### src/rtl/rfc_pkg.sv
// Shared types and constants of the floor texel coordinate unit.
`timescale 1ns / 1ps
package rfc_pkg;

	localparam int SCREEN_HEIGHT_DEF = 480;
	localparam int TEX_SIZE_DEF      = 512;

	localparam int CELL_W = 8;
	localparam int FRAC_W = 16;
	localparam int POS_W  = 24;
	localparam int WALL_W = 25;
	localparam int ROW_W  = 10;
	localparam int DIST_W = ROW_W + 1;
	localparam int TEX_W  = 9;

	localparam int QUEUE_DEPTH = 4;

	localparam int ADDR_W = 3;
	localparam int DATA_W = 32;

	localparam logic CMD_SETUP = 1'b0;
	localparam logic CMD_ROW   = 1'b1;

	localparam logic REG_PLAYER_X = 1'b0;
	localparam logic REG_PLAYER_Y = 1'b1;

	localparam logic [POS_W-1:0] ONE_Q16 = POS_W'(1 << FRAC_W);

	// One row request with the column state it was issued against
	typedef struct packed {
		logic [ROW_W-1:0]  row;
		logic [DIST_W-1:0] span;
		logic              one;
		logic              ceil;
		logic [WALL_W-1:0] wfx;
		logic [WALL_W-1:0] wfy;
		logic [POS_W-1:0]  cwd;
	} entry_t;

endpackage

### src/rtl/rfc_queue.sv
// Short queue of row requests between front and back end.
`timescale 1ns / 1ps
module rfc_queue import rfc_pkg::*; (
	input  logic   clk,
	input  logic   arst_n,
	input  logic   enq,
	input  entry_t enq_entry,
	output logic   full,
	input  logic   deq,
	output logic   q_empty,
	output entry_t head
);

	localparam int PTR_W = $clog2(QUEUE_DEPTH);

	entry_t            mem_q [QUEUE_DEPTH];
	logic [PTR_W-1:0]  wr_ptr_q, rd_ptr_q;
	logic [PTR_W:0]    cnt_q;

	assign full    = cnt_q == (PTR_W+1)'(QUEUE_DEPTH);
	assign q_empty = cnt_q == '0;
	assign head    = mem_q[rd_ptr_q];

	always_ff @(posedge clk) begin
		if (enq) begin
			mem_q[wr_ptr_q] <= enq_entry;
		end
	end

	always_ff @(posedge clk or negedge arst_n) begin
		if (!arst_n) begin
			wr_ptr_q <= '0;
			rd_ptr_q <= '0;
			cnt_q    <= '0;
		end else begin
			if (enq) begin
				wr_ptr_q <= wr_ptr_q + 1'b1;
			end
			if (deq) begin
				rd_ptr_q <= rd_ptr_q + 1'b1;
			end
			if (enq && !deq) begin
				cnt_q <= cnt_q + 1'b1;
			end else if (deq && !enq) begin
				cnt_q <= cnt_q - 1'b1;
			end
		end
	end

endmodule

### config.mk
export PLATFORM = sky130hd
export DESIGN_NAME = rfc_queue
export DESIGN_NICKNAME = d
export VERILOG_FILES = /design/src/rtl/rfc_pkg.sv /design/src/rtl/rfc_queue.sv
export SDC_FILE = /design/constraint.sdc
export NUM_CORES = 1
export LEC_CHECK = 0
export BUFFER_PORTS_ARGS = -buffer_cell sky130_fd_sc_hd__buf_4
export CORE_MARGIN = 3
export CORE_UTILIZATION = 35
export DETAILED_ROUTE_END_ITERATION = 8
export GPL_TIMING_DRIVEN = 0
export SLEW_MARGIN = 20
export SYNTH_ARGS = -nofsm -noshare
export SYNTH_HDL_FRONTEND = slang
export SYNTH_SLANG_ARGS = --single-unit
### constraint.sdc
create_clock -name clk -period 4.8 [get_ports clk]
set_input_delay 1.2 -clock clk [delete_from_list [all_inputs] [get_ports clk]]
set_output_delay 1.2 -clock clk [all_outputs]
set_load 0.005 [all_outputs]
==> flow_summary_export.csv, run 1 <==
group,metric,value,unit
cells_and_area,final_cell_count_no_fill,1346,
clock_network,cts_sinks,395,
synth,yosys.area_share.simple,0.340,%
synth,synth_top_family_by_area,"multiplexers",
clock_network,clk_tree_root_cell,"sky130_fd_sc_hd__clkbuf_16",
route,detailedRoute.firstIterationViolations,422,
synth,synth-adder-area-share,0.575,%
timing,tightest_slew,0.749,ns
route,route.vias.total,6395,
timing,finalHoldViolations,0,
synth,synth.most_common_cell,"sky130_fd_sc_hd__edfxtp_1",
route,drcViolationCount,0,
global_route,largest_net_degree_at_the_start_of_global_routing,45,
clock_network,cts_repair_resize_count,0,
cells_and_area,filler_cells,3356,
timing,rsz0062_at_grt,"no",
run,timing.max_cap.violations,0,
timing,hold-worst-slack,0.463,ns
clock_network,max_root_sink_buffers,3,
route,final_antenna_net_count,0,
route,wl,28500,µm
placed_design,dpl_cells,1273,
synth,fraction_of_the_mapped_netlist_area_in_compound_gates,0.0349,%
clock_network,path_clk_slew,0.06,ns
route,detailedRoute.firstPassIterationCount,4,
global_route,grt_remaining_overflow,0,
floorplan,die_width,209,µm
global_route,gr-usage-all-layers,13.2,%
synth,synth_top_cells_by_area,"sky130_fd_sc_hd__edfxtp_1 81%, sky130_fd_sc_hd__mux4_2 15%, sky130_fd_sc_hd__dfrtp_1 1.2%",
route,routed_via_density,4.75,
hold_path,min-delay-path-class,"in2async",
timing,finalCritPeriodShare,73.6,%
floorplan,core_footprint,40100,µm²
synth,postSynthNetCount,648,
global_route,antenna_found_initial,2,
timing,worst_slew_slack_as_a_fraction_of_its_limit,50.1,%
worst_setup_path,crit_path_end_kind,"output port",
floorplan,die_footprint,43500,µm²
synth,ys_seq_area_share,82.4,%
clock_network,clk_latency,0.55,ns
cells_and_area,final_layout_size_suffix_gt1_share,46.4,%
worst_setup_path,timing.critical_path.fanout_max,10,
cells_and_area,synthesis_to_layout_area_growth,25.6,%
synth,dominantRegCellSynth,"sky130_fd_sc_hd__edfxtp_1",
synth,post_synth_inst_count,541,
synth,synth_commonest_cells,"388 x sky130_fd_sc_hd__edfxtp_1, 97 x sky130_fd_sc_hd__mux4_2, 12 x sky130_fd_sc_hd__buf_2",
synth,post_synth.cell_area_avg,26.5,µm²
status,outcome,"finished, final reports clean",
global_route,via_count_of_the_first_global_routing_pass,6972,
clock_network,postCtsSetupBuffers,0,
cells_and_area,design.final.nets,900,
placed_design,detail_placement_hpwl,17600,µm
global_route,grt_pass1_wl,43200,µm
cells_and_area,antenna-diode-count,0,
placed_design,gp_routability_congestion,0.655,
worst_setup_path,worst-setup-path-type,"reg2out",
timing,final-max-slew-violation-count,0,
synth,yosysWarnings,0,
route,average_routed_wire_per_standard_cell,21.2,µm
floorplan,die_height,209,µm
clock_network,tritoncts,"built",
timing,final.setup.tns,0,ns
worst_setup_path,rrSetupSlack,3.01,ns
pwr,power_density,610,nW/µm²
worst_setup_path,worstPathRequired,3.60,ns
timing,period_needed,3.53,ns
pwr,irDropWorstVdd,0.322,mV
floorplan,start_util,35.8,%
worst_setup_path,worst_path_arrival,2.33,ns
synth,synth_register_bits,395,
worst_setup_path,startpoint_type,"register",
pwr,power_leakage,6.15,nW
synth,synth.distinct_cells,20,
timing,fin_worst_skew,0.0125,ns
clock_network,cts_inserted_buffers,43,
pwr,power,11.0,mW
placed_design,place.port_buffers,199,
clock_network,cts.hold.buffers_added,0,
timing,finalWorstSetupSlack,1.27,ns
synth,synth.mux.area_fraction,15.3,%
clock_network,clock_tree.htree_level_count,2,
floorplan,design.portCount,200,
synth,post-synth-top-area-fraction,81.1,%
timing,finalSetupViolCount,0,
placed_design,post_place_setup_slack,1.69,ns
synth,synth_enable_flop_cells,388,
synth,post_synthesis_instance_area,14400,µm²
floorplan,site_row_count,73,
timing,fmaxAchievable,283,MHz
synth,yosys.area_share.xor_xnor,0.366,%
synth,synth_top_cell_by_area,"sky130_fd_sc_hd__edfxtp_1",
synth,synth-async-reset-ratio,1.77,%
-- registers in the layout, indices dropped and copies added (netlist names) --
signal and flops:
cnt_q 3, wr_ptr_q 2, rd_ptr_q 2, mem_q 388
-- routing by layer --
metal / track usage [%] / share of wire [%] / vias up
met5: 0 / 0.12 / -
met4: 4.53 / 2.4 / 4
met3: 4.52 / 7.8 / 52
met2: 20.9 / 48 / 181
met1: 17.0 / 42 / 3322
li1: - / - / 2836
-- metrics by stage --
step           utilization (%)  instance area (µm²)
6_report                  45.0                18000
5_1_grt                   45.0                18000
4_1_cts                   45.0                18000
3_5_place_dp              41.7                16700
3_3_place_gp              41.2                16500
2_1_floorplan                -                14400
-- where the power goes --
group / leakage, nW / internal [mW] / switching [mW]
registers: 3.65 / 4.50 / 0.129
logic: 1.85 / 1.73 / 1.54
clock network: 0.648 / 1.86 / 1.25
total: 6.15 / 8.09 / 2.92
-- worst paths after layout --
kind	startpoint	to	cells past startpoint
min reg2reg	cnt_q[2]	cnt_q[2]	1
max in group asynchronous	arst_n	rd_ptr_q[1]	1
min in group clk	cnt_q[2]	cnt_q[2]	1
max reg2reg	wr_ptr_q[1]	mem_q[1][53]	4
max	rd_ptr_q[1]	head[70]	5
min	arst_n	cnt_q[1]	1
-- cell families (layout without fill, tap and decap cells) --
logic type	count (synthesis)	in the layout
AOI/OAI and AO/OA	1	1
xor gates and xnor gates	6	6
adders and majority gates	6	6
buffers and inverters	26	306
DFF	395	395
muxes	98	98
and+or+nand+nor	9	9
-- cells in the final DEF, fill, tap and decap left out, drive strengths merged --
master / instances
edfxtp: 388
buf: 223
mux4: 97
clkbuf: 59
clkinv: 16
dfrtp: 7
ha: 5
inv: 4
and2: 4
xor2: 4
bufinv: 3
xnor2: 2
nand2: 2
nor3: 1
nor3b: 1
mux2: 1
o21ai: 1
nor2: 1
fa: 1
clkinvlp: 1
-- worst max-delay path, stage by stage, from the launching register on --
cell                      delay, ns
sky130_fd_sc_hd__dfrtp_1       0.31
sky130_fd_sc_hd__buf_2         0.28
sky130_fd_sc_hd__buf_2         0.34
sky130_fd_sc_hd__buf_2         0.34
sky130_fd_sc_hd__mux4_2        0.37
sky130_fd_sc_hd__buf_4         0.15
-- layout make-up --
| type | count | area (µm²) | share of cell area [%] |
|---|---|---|---|
| Tap cell | 525 | 657 | 3.64 |
| Buffer | 22 | 133 | 0.735 |
| Multi-Input combinational cell | 120 | 2390 | 13.3 |
| Timing Repair Buffer | 207 | 1680 | 9.34 |
| Clock buffer | 53 | 1160 | 6.41 |
| Inverter | 4 | 15.0 | 0.0832 |
| Clock inverter | 20 | 174 | 0.964 |
| Sequential cell | 395 | 11800 | 65.6 |
No activity file was read; power rests on OpenSTA's default activity.
==> inputs of run 2 (changes only) <==
Clock period 4.8 ns to 2.84 ns, I/O delays scaled along.
==> run 2 against run 1 <==
  * Utilization rose by 0.11 points
  * Critical path depth fell by 1
  * Total power rose by 69%
  * Largest cell class unchanged
  * Largest power group unchanged
  * Critical path type unchanged
  * Sequential power rose by 69%
==> flow_summary_export.csv, run 2 (same netlist as run 1, synthesis figures left out) <==
group,metric,value,unit
status,outcome,"finished, final reports clean",
timing,tightest_slew,0.599,ns
worst_setup_path,worst-setup-path-type,"reg2out",
cells_and_area,antenna-diode-count,0,
placed_design,place.port_buffers,199,
cells_and_area,top_register,"mem_q",
route,detailedRoute.firstPassIterationCount,4,
pwr,power_leakage,6.16,nW
worst_setup_path,critPathTopFamily,"buffers and inverters",
floorplan,site_row_count,73,
cells_and_area,synthesis_to_layout_area_growth,25.9,%
clock_network,path_clk_slew,0.06,ns
worst_setup_path,worst_path_arrival,2.05,ns
floorplan,die_width,209,µm
cells_and_area,design.final.nets,899,
cells_and_area,reg_top3,"mem_q (388), cnt_q (3)",
route,routed_via_density,4.77,
route,drcViolationCount,0,
cells_and_area,final_layout_size_suffix_gt1_share,46.4,%
cells_and_area,filler_cells,3409,
cells_and_area,mostFrequentLayoutCell,"sky130_fd_sc_hd__edfxtp_1",
floorplan,start_util,35.8,%
timing,worst_slew_slack_as_a_fraction_of_its_limit,60.1,%
global_route,gr-usage-all-layers,13.2,%
timing,fmaxAchievable,362,MHz
cells_and_area,multi_input_area,2390,µm²
worst_setup_path,crit_path_top_delay_cell,"sky130_fd_sc_hd__mux4_2",
floorplan,design.portCount,200,
worst_setup_path,crit_path_end_kind,"output port",
global_route,grt_remaining_overflow,0,
worst_setup_path,timing.critical_path.fanout_max,10,
worst_setup_path,cp_common_cell,"sky130_fd_sc_hd__buf_4",
timing,hold-worst-slack,0.359,ns
timing,fin_worst_skew,0.0187,ns
pwr,power_density,1030,nW/µm²
floorplan,core_footprint,40100,µm²
placed_design,detail_placement_hpwl,17700,µm
timing,finalCritPeriodShare,97.2,%
worst_setup_path,startpoint_type,"register",
worst_setup_path,critical_path_max_stage_delay,0.54,ns
worst_setup_path,cp_cell_sequence,"buf_8, buf_4, mux4_2, buf_4",
cells_and_area,largest_reg_flops,388,
hold_path,min-delay-path-class,"in2reg",
route,average_routed_wire_per_standard_cell,21.1,µm
cells_and_area,most_used_cells_in_the_layout_excluding_fill_and_tap_cells,"388 x sky130_fd_sc_hd__edfxtp_1, 202 x sky130_fd_sc_hd__buf_4, 97 x sky130_fd_sc_hd__mux4_2",
clock_network,postCtsSetupBuffers,0,
route,detailedRoute.firstIterationViolations,344,
floorplan,die_footprint,43500,µm²
cells_and_area,seqCellArea,11800,µm²
route,final_antenna_net_count,0,
clock_network,clk_tree_root_cell,"sky130_fd_sc_hd__clkbuf_16",
global_route,grt_pass1_wl,43600,µm
floorplan,die_height,209,µm
route,route.vias.total,6406,
global_route,largest_net_degree_at_the_start_of_global_routing,45,
worst_setup_path,crit_buf_inv,3,
clock_network,cts_sinks,395,
placed_design,gp_routability_congestion,0.650,
timing,finalHoldViolations,0,
run,timing.max_cap.violations,0,
clock_network,clk_latency,0.55,ns
clock_network,clock_tree.htree_level_count,2,
global_route,via_count_of_the_first_global_routing_pass,7108,
clock_network,tritoncts,"built",
route,wl,28400,µm
timing,final-max-slew-violation-count,0,
timing,finalSetupViolCount,0,
timing,rsz0062_at_grt,"yes",
timing,period_needed,2.76,ns
worst_setup_path,worstPathRequired,2.13,ns
clock_network,max_root_sink_buffers,3,
clock_network,cts_inserted_buffers,42,
pwr,power,18.6,mW
pwr,irDropWorstVdd,0.735,mV
global_route,antenna_found_initial,0,
-- run 2: cell types whose count changed in the layout (fill, tap and decap cells not counted), sizes merged --
| cell | previous run | this run |
|---|---|---|
| dlygate4sd3 | 0 | 1 |
| clkinv | 16 | 6 |
| clkbuf | 59 | 66 |
| bufinv | 3 | 2 |
| inv | 4 | 5 |
-- run 2: path summary, 6_finish.rpt --
path                                    from           end  slack, ns  cells past startpoint
worst min-delay path            enq_entry[1]   mem_q[0][1]       0.36                      1
worst max register to register   wr_ptr_q[0]  mem_q[2][21]       1.04                      4
worst min register to register      cnt_q[2]      cnt_q[2]       0.49                      1
min in group asynchronous             arst_n   wr_ptr_q[0]       0.53                      2
worst max-delay path             rd_ptr_q[0]      head[12]       0.08                      4
max in group asynchronous             arst_n      cnt_q[2]       2.18                      2
-- run 2: power breakdown --
group | total [mW] | switching, mW | internal [mW]
clock network | 5.13 | 2.06 | 3.06
registers | 7.84 | 0.224 | 7.61
logic | 5.63 | 2.61 | 3.02
total | 18.6 | 4.90 | 13.7
-- run 2: metal layers --
layer  vias up  global-route usage [%]  routed length, µm
met5         -                       0                  0
met4         0                    4.16                583
met3        42                    3.78               1720
met2       155                    21.3              14000
met1      3374                    17.4              12100
li1       2835                       -                  -
-- run 2: area by class of cell --
cell class | count | share of cell area (%)
multi-input cells | 120 | 13.2
clock buffers | 61 | 6.56
repair buffers | 208 | 9.45
plain buffers | 21 | 1.07
inverters | 4 | 0.0830
flip-flops and latches | 395 | 65.4
clock inverters | 10 | 0.554
well taps | 525 | 3.63
-- run 2: timing repair --
item | 4_1_cts | 5_1_grt
setup endpoints to repair | 87 | 73
hold endpoints to repair | 7 | 0
hold buffers | 1 | 0
cloned | 0 | 0
resized for setup | 20 | 8
-- run 2: through the flow --
step                      area (µm²)  instances  util [%]  setup WS [ns]  setup TNS [ns]
after floorplan                14400        541         -          0.477               0
after global placement         16500       1265      41.2         -0.745         -276.56
after detailed placement       16700       1273      41.7          0.187               0
after CTS                      18100       1344      45.0        -0.0209          -0.101
after global routing           18100       1344      45.1        -0.0411          -0.572
final                          18100       1344      45.1         0.0808               0
