==> src/rtl/rfc_pkg.sv <==
// Shared types and constants of the floor texel coordinate unit.
`timescale 1ns / 1ps
package rfc_pkg;

	localparam int SCREEN_HEIGHT_DEF = 480;
	localparam int TEX_SIZE_DEF      = 512;

	localparam int CELL_W = 8;
	localparam int FRAC_W = 16;
	localparam int POS_W  = 24;
	localparam int WALL_W = 25;
	localparam int ROW_W  = 10;
	localparam int DIST_W = ROW_W + 1;
	localparam int TEX_W  = 9;

	localparam int QUEUE_DEPTH = 4;

	localparam int ADDR_W = 3;
	localparam int DATA_W = 32;

	localparam logic CMD_SETUP = 1'b0;
	localparam logic CMD_ROW   = 1'b1;

	localparam logic REG_PLAYER_X = 1'b0;
	localparam logic REG_PLAYER_Y = 1'b1;

	localparam logic [POS_W-1:0] ONE_Q16 = POS_W'(1 << FRAC_W);

	// One row request with the column state it was issued against
	typedef struct packed {
		logic [ROW_W-1:0]  row;
		logic [DIST_W-1:0] span;
		logic              one;
		logic              ceil;
		logic [WALL_W-1:0] wfx;
		logic [WALL_W-1:0] wfy;
		logic [POS_W-1:0]  cwd;
	} entry_t;

endpackage

==> src/rtl/rfc_front.sv <==
// Front end: column setup latch and classification of row requests.
`timescale 1ns / 1ps
module rfc_front import rfc_pkg::*; #(
	parameter int SCREEN_HEIGHT = SCREEN_HEIGHT_DEF
) (
	input  logic              clk,
	input  logic              arst_n,
	input  logic              accept,
	input  logic              cmd,
	input  logic [CELL_W-1:0] cell_x,
	input  logic [CELL_W-1:0] cell_y,
	input  logic              hit_side,
	input  logic              dir_x_positive,
	input  logic              dir_y_positive,
	input  logic [FRAC_W-1:0] wall_fraction,
	input  logic [POS_W-1:0]  wall_distance,
	input  logic [ROW_W-1:0]  boundary_row,
	input  logic [ROW_W-1:0]  row,
	output logic              enq,
	output entry_t            enq_entry
);

	logic [WALL_W-1:0] wfx_q, wfy_q;
	logic [POS_W-1:0]  cwd_q;
	logic [ROW_W-1:0]  bound_q;

	logic [WALL_W-1:0] cx, cy, nx, ny;
	logic [DIST_W-1:0] twice, hgt, span;

	assign cx = WALL_W'(cell_x) << FRAC_W;
	assign cy = WALL_W'(cell_y) << FRAC_W;

	always_comb begin
		if (hit_side == 1'b0) begin
			nx = dir_x_positive ? cx : cx + WALL_W'(ONE_Q16);
			ny = cy + WALL_W'(wall_fraction);
		end else begin
			nx = cx + WALL_W'(wall_fraction);
			ny = dir_y_positive ? cy : cy + WALL_W'(ONE_Q16);
		end
	end

	always_ff @(posedge clk or negedge arst_n) begin
		if (!arst_n) begin
			wfx_q   <= '0;
			wfy_q   <= '0;
			cwd_q   <= ONE_Q16;
			bound_q <= '0;
		end else if (accept && cmd == CMD_SETUP) begin
			wfx_q   <= nx;
			wfy_q   <= ny;
			cwd_q   <= wall_distance;
			bound_q <= boundary_row;
		end
	end

	assign twice = DIST_W'(row) << 1;
	assign hgt   = DIST_W'(SCREEN_HEIGHT);
	assign span  = (twice >= hgt) ? twice - hgt : hgt - twice;

	assign enq = accept && cmd == CMD_ROW;

	always_comb begin
		enq_entry.row  = row;
		enq_entry.span = span;
		// horizon row or zero wall distance: full weight on the wall point
		enq_entry.one  = (span == '0) || (cwd_q == '0);
		enq_entry.ceil = row < bound_q;
		enq_entry.wfx  = wfx_q;
		enq_entry.wfy  = wfy_q;
		enq_entry.cwd  = cwd_q;
	end

endmodule

==> config.mk <==
export PLATFORM = sky130hd
export DESIGN_NAME = rfc_front
export DESIGN_NICKNAME = d
export VERILOG_FILES = /design/src/rtl/rfc_pkg.sv /design/src/rtl/rfc_front.sv
export SDC_FILE = /design/constraint.sdc
export NUM_CORES = 1
export LEC_CHECK = 0
export BUFFER_PORTS_ARGS = -buffer_cell sky130_fd_sc_hd__buf_2
export CORE_MARGIN = 2
export CORE_UTILIZATION = 45
export CTS_CLUSTER_DIAMETER = 50
export DETAILED_ROUTE_END_ITERATION = 8
export HOLD_SLACK_MARGIN = 0.1
export PLACE_DENSITY = 0.76
export SETUP_SLACK_MARGIN = 0.1
export SLEW_MARGIN = 20
export SYNTH_ARGS = -nofsm -noshare
export SYNTH_HDL_FRONTEND = slang
export SYNTH_SLANG_ARGS = --single-unit
==> constraint.sdc <==
create_clock -name clk -period 4.4 [get_ports clk]
set_input_delay 0.22 -clock clk [delete_from_list [all_inputs] [get_ports clk]]
set_output_delay 0.22 -clock clk [all_outputs]
set_load 0.1 [all_outputs]
==> results of run 1 <==
==> worst max path at each step <==
stage                    endpoint  slack [ps]
finish              enq_entry[75]        1560
global route        enq_entry[75]        1370
CTS                 enq_entry[75]        1570
detailed placement  enq_entry[75]        1570
global placement    enq_entry[75]        1660
floorplan           enq_entry[75]         420
==> state kept, by name (all words and copies together), names as in the netlist <==
signal,count
wfy_q,25
cwd_q,24
wfx_q,25
bound_q,10
==> synth_stat cells (all sizes together) (3+ instances only) <==
master  count
dfrtp      83
nand2      79
o21ai      55
mux2       35
nand2b     20
clkbuf     19
buf        16
ha         14
inv        13
xor2       12
nor2        8
nor4        7
xnor2       7
nand4       6
and3        5
a21oi       4
nand3       3
==> logic make-up (layout without fill, tap and decap cells) <==
kind of cell | Yosys count | count (layout)
adder cells (fa/ha/maj) | 14 | 14
AO/OA/AOI/OAI | 73 | 73
buffers and inverters | 48 | 237
AND/OR/NAND/NOR | 139 | 139
multiplexers | 37 | 37
other | 1 | 1
XOR/XNOR | 19 | 19
flip-flops | 84 | 84
==> area by class of cell <==
type,count,area share
clock buffers,11,0.0273
clock inverters,5,0.00813
inverters,13,0.00880
multi-input cells,283,0.337
flip-flops and latches,84,0.379
well taps,111,0.0251
repair buffers,208,0.215
==> cells in the final DEF (no fill, tap or decap), types with 3 or more instances in the layout <==
cell type      netlist  routed
o21ai_1              4       4
mux2_2              35      35
a21oi_1              4       4
ha_1                14      14
nor2_1               7       7
nand2_1             79      79
clkbuf_8             0      11
inv_1               13      13
nor4_1               7       7
xnor2_1              7       7
clkinv_4             0       3
nand4_1              6       6
and3_1               5       5
buf_2                2     178
nand2b_1            20      19
xor2_1              12      12
nand3_1              3       3
dfrtp_1             83      83
o21ai_0             51      51
dlygate4sd3_1        0      28
==> stage by stage <==
step                      std cells  worst slack [ps]
final                           715              1560
after global routing            715              1370
after CTS                       713              1570
after detailed placement        671              1570
after global placement          671              1660
after floorplan                 415               423
==> layer usage <==
metal / track usage / up-vias / share of wire
met2: 0.334 / 148 / 0.50
met5: 0 / - / 0
met3: 0.0603 / 34 / 0.071
met1: 0.240 / 1712 / 0.39
li1: - / 1768 / -
met4: 0.0906 / 0 / 0.035
==> report_power, final <==
| group | total (mW) | switching [mW] | leakage (nW) | internal [mW] |
|---|---|---|---|---|
| logic | 1.14 | 0.935 | 1.67 | 0.208 |
| registers | 0.928 | 0.0595 | 1.04 | 0.869 |
| clock network | 0.529 | 0.286 | 0.0976 | 0.243 |
| total | 2.60 | 1.28 | 2.81 | 1.32 |
==> results.cfg, run 1 <==
[synth]
synth-simple-area-share = 0.160
syn_area_mm2 = 0.00420
syn_nets = 512
async_reset_ff_frac = 1.00
synth_area_leaders = dfrtp_1, mux2_2, nand2_1
synth_top_area_frac = 0.494
synth-seq-cells = 84
synth_largest_area_cell = dfrtp_1
avgSynthCellArea_um2 = 10.1
synth_top_family_by_area = simple AND/OR/NAND/NOR gates
ys_seq_area_frac = 0.500
synthFlopType = dfrtp_1
synth_edf_count = 0
muxShareOfSynthArea = 0.0985
synth_xor_area_frac = 0.0396
synthAdderAreaFrac = 0.0417
yosysWarningCount = 0
synthDistinctLibCells = 45
synth_compound_area_frac = 0.101
postSynthCellCount = 415

[min_path]
holdPathStages = 2
hold_path.class = primary input to flip-flop
hold_path_end = bound_q[8]$_DFFE_PN0P_
min_from = boundary_row[8]

[detailed_routing]
vias_per_cell = 5.12
dr.pass1.iters = 5
vias = 3662
totalWireLength_um = 10200
drtIter0Drc = 87
antenna_left = 0
routedWlPerCell_um = 14.2
drc = 0

[critical_path]
crit_arrival_ps = 2620
critical_path_buf_inv_count = 2
worst_setup_path_start_kind = primary input
crit_path_max_fanout = 12
startpoint = row[4]
required_ps = 4180
crit_chain = buf_2, ha_1, a311o_1, o21ai_0, o2bb2ai_1, or4b_1, o41ai_2, buf_2
rrSetupSlack_ps = 3570
worstRegToRegCells = 1
cp_slowest_stage_delay_ps = 470
crit_cells = 8
crit_slowest_cell = or4b_1
crit_path_end_kind = output pin
r2r_end = cwd_q[0]$_DFFE_PN0P_
cp_top_family = compound AO/OA/AOI/OAI gates
r2r-start = cwd_q[0]$_DFFE_PN0P_
criticalPathCategory = primary input to output pin
cpMostUsedCell = buf_2

[status]
outcome = completed

[finish]
fin_util = 0.606
area_delta_synth_final_pct = 31.8
multi_input_area_mm2 = 0.00187
seq_area_mm2 = 0.00210
num_antenna_cells = 0
drive_gt1_frac = 0.394
layout.nets = 696
num-fill-cells = 757
fin_area_mm2 = 0.00554

[clock_network]
cts_tree = done
postCtsSetupBuffers = 0
cts-htree-levels = 3
cts_resized = 0
clockBufferDepth = 2
clockRootBuffer = clkbuf_8
cts_hold_buf = 26
clk_pin_slew_ps = 80
insertion_delay_ps = 330
numClockSinks = 84
numCtsBuffers = 9

[sta]
finalClockSkew_ps = 0
slew_headroom = 0.501
final_max_slew_viol_count = 0
finalSetupTns_ps = 0
finalHoldViolCount = 0
grt_setup_unrepaired = no
period_needed_ps = 2840
tightest_slew_ps = 748
timing.hold.ws_ps = 117
setup_viol = 0
fmax_ghz = 0.352
period_share = 0.645

[pwr]
vdd_drop_max_v = 0.000413
p_per_area_mw_per_mm2 = 469
power_mw = 2.60
power_leakage_nw = 2.81

[global_routing]
grt_usage = 0.201
grt_pass1_vias = 3531
grt_max_degree = 85
gr-total-overflow = 0
antenna_found_initial = 0
grt_pass1_wl_um = 16100

[placement]
place_hpwl_um = 7270
placed_area_mm2 = 0.00506
place_congestion = 0.900
io_buffers = 179

[floorplanning]
die_h_um = 101
core-area_mm2 = 0.00915
die_area_mm2 = 0.0101
fp.dieW_um = 101
start_util = 0.459
pin_count = 181
rows = 35

[run]
max_cap_viol_count = 0
(Power assumes the default switching activity.)
==> run 2, diff against run 1 <==
clock period = 2.65 ns   (was 4.4 ns; I/O delays follow)
==> results.cfg, run 2 (synthesis results as in run 1) <==
[status]
outcome = completed

[detailed_routing]
vias = 3787
vias_per_cell = 5.04
drc = 0
drtIter0Drc = 107
dr.pass1.iters = 6
antenna_left = 0
routedWlPerCell_um = 13.9
totalWireLength_um = 10500

[pwr]
power_leakage_nw = 2.97
power_mw = 4.34
vdd_drop_max_v = 0.000482
p_per_area_mw_per_mm2 = 727

[clock_network]
insertion_delay_ps = 330
clockRootBuffer = clkbuf_8
clockBufferDepth = 2
clk_pin_slew_ps = 90
numClockSinks = 84
numCtsBuffers = 9
cts_tree = done
cts-htree-levels = 3

[floorplanning]
pin_count = 181
fp.dieW_um = 101
start_util = 0.459
rows = 35
die_area_mm2 = 0.0101
core-area_mm2 = 0.00915
die_h_um = 101

[placement]
placed_area_mm2 = 0.00515
place_congestion = 0.885
dpl.cell_count = 674
place_hpwl_um = 7320
io_buffers = 179

[finish]
reg.largest.list = wfx_q: 25 flops, wfy_q: 25 flops, cwd_q: 24 flops
fin_cells = 751
num-fill-cells = 722
seq_area_mm2 = 0.00210
final_common_cell = buf_2
num_antenna_cells = 0
final_cell_mix = buf_2, dfrtp_1, nand2_1
multi_input_area_mm2 = 0.00194
fin_area_mm2 = 0.00597
layout.nets = 732
drive_gt1_frac = 0.391
area_delta_synth_final_pct = 42.0

[sta]
finalHoldViolCount = 0
grt_setup_unrepaired = no
setup_viol = 0
period_share = 0.897
fmax_ghz = 0.421
timing.hold.ws_ps = 125
slew_headroom = 0.493
tightest_slew_ps = 761
final_max_slew_viol_count = 0
finalClockSkew_ps = 0
finalSetupTns_ps = 0
period_needed_ps = 2380

[critical_path]
required_ps = 2520
crit_path_max_fanout = 12
startpoint = row[4]
crit_path_end_kind = output pin
cp_slowest_stage_delay_ps = 550
r2r_end = cwd_q[23]$_DFFE_PN0P_
r2r-start = cwd_q[23]$_DFFE_PN0P_
rrSetupSlack_ps = 1850
crit_slowest_cell = or4b_1
worstRegToRegCells = 1
worst_setup_path_start_kind = primary input
crit_arrival_ps = 2240
criticalPathCategory = primary input to output pin
crit_chain = buf_2, ha_1, nor3_1, o22ai_1, a2bb2oi_4, or4b_1, o41ai_4, buf_12
critical_path.endpoint = enq_entry[75]

[global_routing]
grt_pass1_vias = 3715
gr-total-overflow = 0
grt_max_degree = 85
grt_usage = 0.208
antenna_found_initial = 0
grt_pass1_wl_um = 16800

[run]
max_cap_viol_count = 0

[min_path]
hold_path.class = primary input to flip-flop
[run 2: changes by cell type in the layout (fill, tap and decap cells not counted), sizes merged]
cell | before | now
buf | 180 | 184
inv | 14 | 15
clkinv | 3 | 2
dlygate4sd3 | 28 | 60
clkbuf | 11 | 10
clkinvlp | 1 | 2
[run 2: what timing repair did]
item / 4_1_cts / 5_1_grt
hold endpoints to repair: 159 / 0
setup endpoints to repair: 2 / 2
gates resized for setup: 2 / 6
setup buffers: 1 / 0
pin swaps: 1 / 3
hold buffers: 60 / 0
cloned: 0 / 0
[run 2: how the worst min path moves through the flow]
stage	start	endpoint	slack, ps	cells past startpoint
global placement	wall_distance[22]	cwd_q[22]$_DFFE_PN0P_	370	2
CTS	cell_x[1]	wfx_q[17]$_DFFE_PN0P_	100	3
global route	cell_x[5]	wfx_q[21]$_DFFE_PN0P_	110	3
detailed placement	wall_distance[4]	cwd_q[4]$_DFFE_PN0P_	370	2
floorplan	arst_n	bound_q[0]$_DFFE_PN0P_	-160	0
finish	cell_x[0]	wfx_q[16]$_DFFE_PN0P_	130	3
[run 2: cell type report]
type,count,area share
inverters,13,0.00817
clock inverters,6,0.00817
flip-flops and latches,84,0.352
multi-input cells,283,0.325
well taps,111,0.0233
repair buffers,244,0.262
clock buffers,10,0.0214
[run 2: critical path: cells and delay by family]
kind | cells | cell delay (ps)
buffers and inverters | 2 | 400
AO/OA/AOI/OAI | 3 | 640
adder cells (fa/ha/maj) | 1 | 250
AND/OR/NAND/NOR | 2 | 810
[run 2: per-layer routing]
layer / GRT usage / wire length (um) / vias up
li1: - / - / 1844
met1: 0.241 / 4160 / 1800
met2: 0.357 / 5350 / 119
met3: 0.0603 / 683 / 24
met4: 0.0906 / 259 / 0
met5: 0 / 0 / -
[run 2: through the flow]
| step | setup slack (ps) | utilization |
|---|---|---|
| after CTS | 112 | 0.649 |
| final | 274 | 0.652 |
| after floorplan | -390 | - |
| after global routing | 147 | 0.652 |
| after detailed placement | 49.3 | 0.562 |
| after global placement | 133 | 0.562 |
[run 2: report_power, final]
| part | internal, mW | switching, mW | total, mW | leakage (nW) |
|---|---|---|---|---|
| clock network | 0.351 | 0.477 | 0.827 | 0.0848 |
| logic | 0.397 | 1.58 | 1.97 | 1.85 |
| registers | 1.44 | 0.0957 | 1.54 | 1.04 |
==> run 3, diff against run 2 <==
ABC_AREA = 1   (was default)
CORE_UTILIZATION = 48   (was 45)
PLACE_DENSITY = 0.8   (was 0.76)
==> results.cfg, run 3 <==
[synth]
ys_seq_area_frac = 0.496
async_reset_ff_frac = 1.00
avgSynthCellArea_um2 = 8.01
yosysWarningCount = 0
synthDistinctLibCells = 34
synth_area_leaders = dfrtp_1, nand2_1, nand3_1
synth_edf_count = 0
syn_nets = 626
synth_top_area_frac = 0.490
syn_area_mm2 = 0.00424
postSynthCellCount = 529
synth_common_cells = nand2_1, dfrtp_1, nand3_1
synth_largest_area_cell = dfrtp_1
synth_most_common_cell = nand2_1
synth-seq-cells = 84
synthFlopType = dfrtp_1

[sta]
period_needed_ps = 2110
finalHoldViolCount = 0
fmax_ghz = 0.475
setup_viol = 0
period_share = 0.795
final_max_slew_viol_count = 0
setup_ws_ps = 544
grt_setup_unrepaired = no
finalClockSkew_ps = 0
tightest_slew_ps = 783
finalSetupTns_ps = 0
slew_headroom = 0.478

[detailed_routing]
antenna_left = 0
drc = 0
drtIter0Drc = 182
routedWlPerCell_um = 13.9
totalWireLength_um = 11900
vias = 4330
dr.pass1.iters = 4
vias_per_cell = 5.05

[critical_path]
critical_path_buf_inv_count = 1
crit_path_max_fanout = 3
crit_slowest_cell = buf_2
crit_chain = nor4_1, and2_0, nand4_1, nand2_1, buf_2
crit_path_end_kind = output pin
r2r-start = wfy_q[23]$_DFFE_PN0P_
crit_arrival_ps = 1970
worst_setup_path_start_kind = flip-flop
rrSetupSlack_ps = 1920
startpoint = cwd_q[1]$_DFFE_PN0P_
critical_path.endpoint = enq_entry[75]
worstRegToRegCells = 2
r2r_end = wfy_q[23]$_DFFE_PN0P_
cp_top_family = simple AND/OR/NAND/NOR gates
criticalPathCategory = flip-flop to output pin
crit_cells = 5
cp_slowest_stage_delay_ps = 420
required_ps = 2520

[floorplanning]
rows = 34
core-area_mm2 = 0.00864
pin_count = 181
die_area_mm2 = 0.00960
start_util = 0.491
fp.dieW_um = 98.0
die_h_um = 98.0

[global_routing]
grt_max_degree = 85
grt_pass1_wl_um = 19600
grt_usage = 0.249
grt_pass1_vias = 4252
gr-total-overflow = 0
antenna_found_initial = 0

[finish]
num_antenna_cells = 0
layout.nets = 841
reg.largest.list = wfx_q: 25 flops, wfy_q: 25 flops, cwd_q: 24 flops
final_common_cell = nand2_1
area_delta_synth_final_pct = 39.3
final_cell_mix = nand2_1, buf_2, dfrtp_1
drive_gt1_frac = 0.279

[pwr]
vdd_drop_max_v = 0.000457
power_mw = 4.35
p_per_area_mw_per_mm2 = 736
power_leakage_nw = 3.28

[clock_network]
numClockSinks = 84
clockBufferDepth = 2
numCtsBuffers = 9
cts_tree = done
cts-htree-levels = 3
clk_pin_slew_ps = 90
clockRootBuffer = clkbuf_8
cts_resized = 0
insertion_delay_ps = 330

[placement]
place_hpwl_um = 7560
dp_slack_ps = 626
place_congestion = 0.893
io_buffers = 179

[status]
outcome = completed

[run]
max_cap_viol_count = 0

[min_path]
hold_path.class = primary input to flip-flop
run 3: changes by cell type after synthesis, sizes merged, moves of 8 or more:
cell / previous run / this run
nand2b: 20 / 0
buf: 16 / 24
nand2: 79 / 220
nand3: 3 / 47
mux2: 35 / 0
inv: 13 / 28
nor2: 8 / 26
o21ai: 55 / 29
clkbuf: 19 / 9
run 3: where the power goes:
part           internal [mW]  total (mW)  switching, mW
registers               1.43        1.52         0.0933
clock network          0.514       0.961          0.447
logic                  0.332        1.86           1.53
total                   2.28        4.35           2.07
run 3: repair_timing:
| action | in CTS | in global routing |
|---|---|---|
| hold buffers | 56 | 0 |
| setup buffers | 0 | 0 |
| endpoints found under the hold margin | 156 | 0 |
run 3: final cells by class:
cell class,instances,area (um2)
fill,718,2730
sequential,84,2100
multi-input combinational,384,1860
timing repair buffer,237,1490
clock buffer,13,169
tap,108,135
inverter,28,110
clock inverter,3,43.8
run 3: how the worst min path moves through the flow:
stage,endpoint,depth (start not counted),slack [ps],start
after floorplan,bound_q[0]$_DFFE_PN0P_,0,-160,arst_n
after global placement,cwd_q[11]$_DFFE_PN0P_,3,330,wall_distance[11]
after detailed placement,cwd_q[12]$_DFFE_PN0P_,3,340,wall_distance[12]
after CTS,wfy_q[20]$_DFFE_PN0P_,3,110,cell_y[4]
after global routing,wfx_q[18]$_DFFE_PN0P_,3,140,cell_x[2]
final,wfy_q[20]$_DFFE_PN0P_,3,120,cell_y[4]
run 3: worst min-delay path: cells and delay by family:
kind	cells	cell delay, ps
buffers and inverters	1	130
xor gates and xnor gates	1	120
AOI/OAI and AO/OA	1	50
run 3: per-layer routing:
layer / global-route usage / vias to the layer above / part of all wire
met5: 0 / - / 0
met4: 0.101 / 0 / 0.032
met3: 0.0680 / 39 / 0.071
met2: 0.421 / 169 / 0.49
met1: 0.301 / 2009 / 0.41
li1: - / 2113 / -
run 3: per-stage QoR:
step	std cells	cell area [um2]	utilization	hold WS, ps
detailed placement	785	5130	0.594	338
floorplan	529	4240	-	-163
global placement	785	5130	0.594	332
CTS	857	5900	0.684	106
global route	857	5910	0.684	137
finish	857	5910	0.684	115
run 3: cell families (layout without fill, tap and decap cells):
logic type / count (synthesis) / count (layout) / share of synthesized area
adders and majority gates: 14 / 14 / 0.0413
AOI/OAI and AO/OA: 43 / 43 / 0.0579
DFF: 84 / 84 / 0.496
other: 1 / 1 / 0.000885
buffers and inverters: 61 / 281 / 0.0679
xor gates and xnor gates: 11 / 11 / 0.0227
and+or+nand+nor: 315 / 315 / 0.313
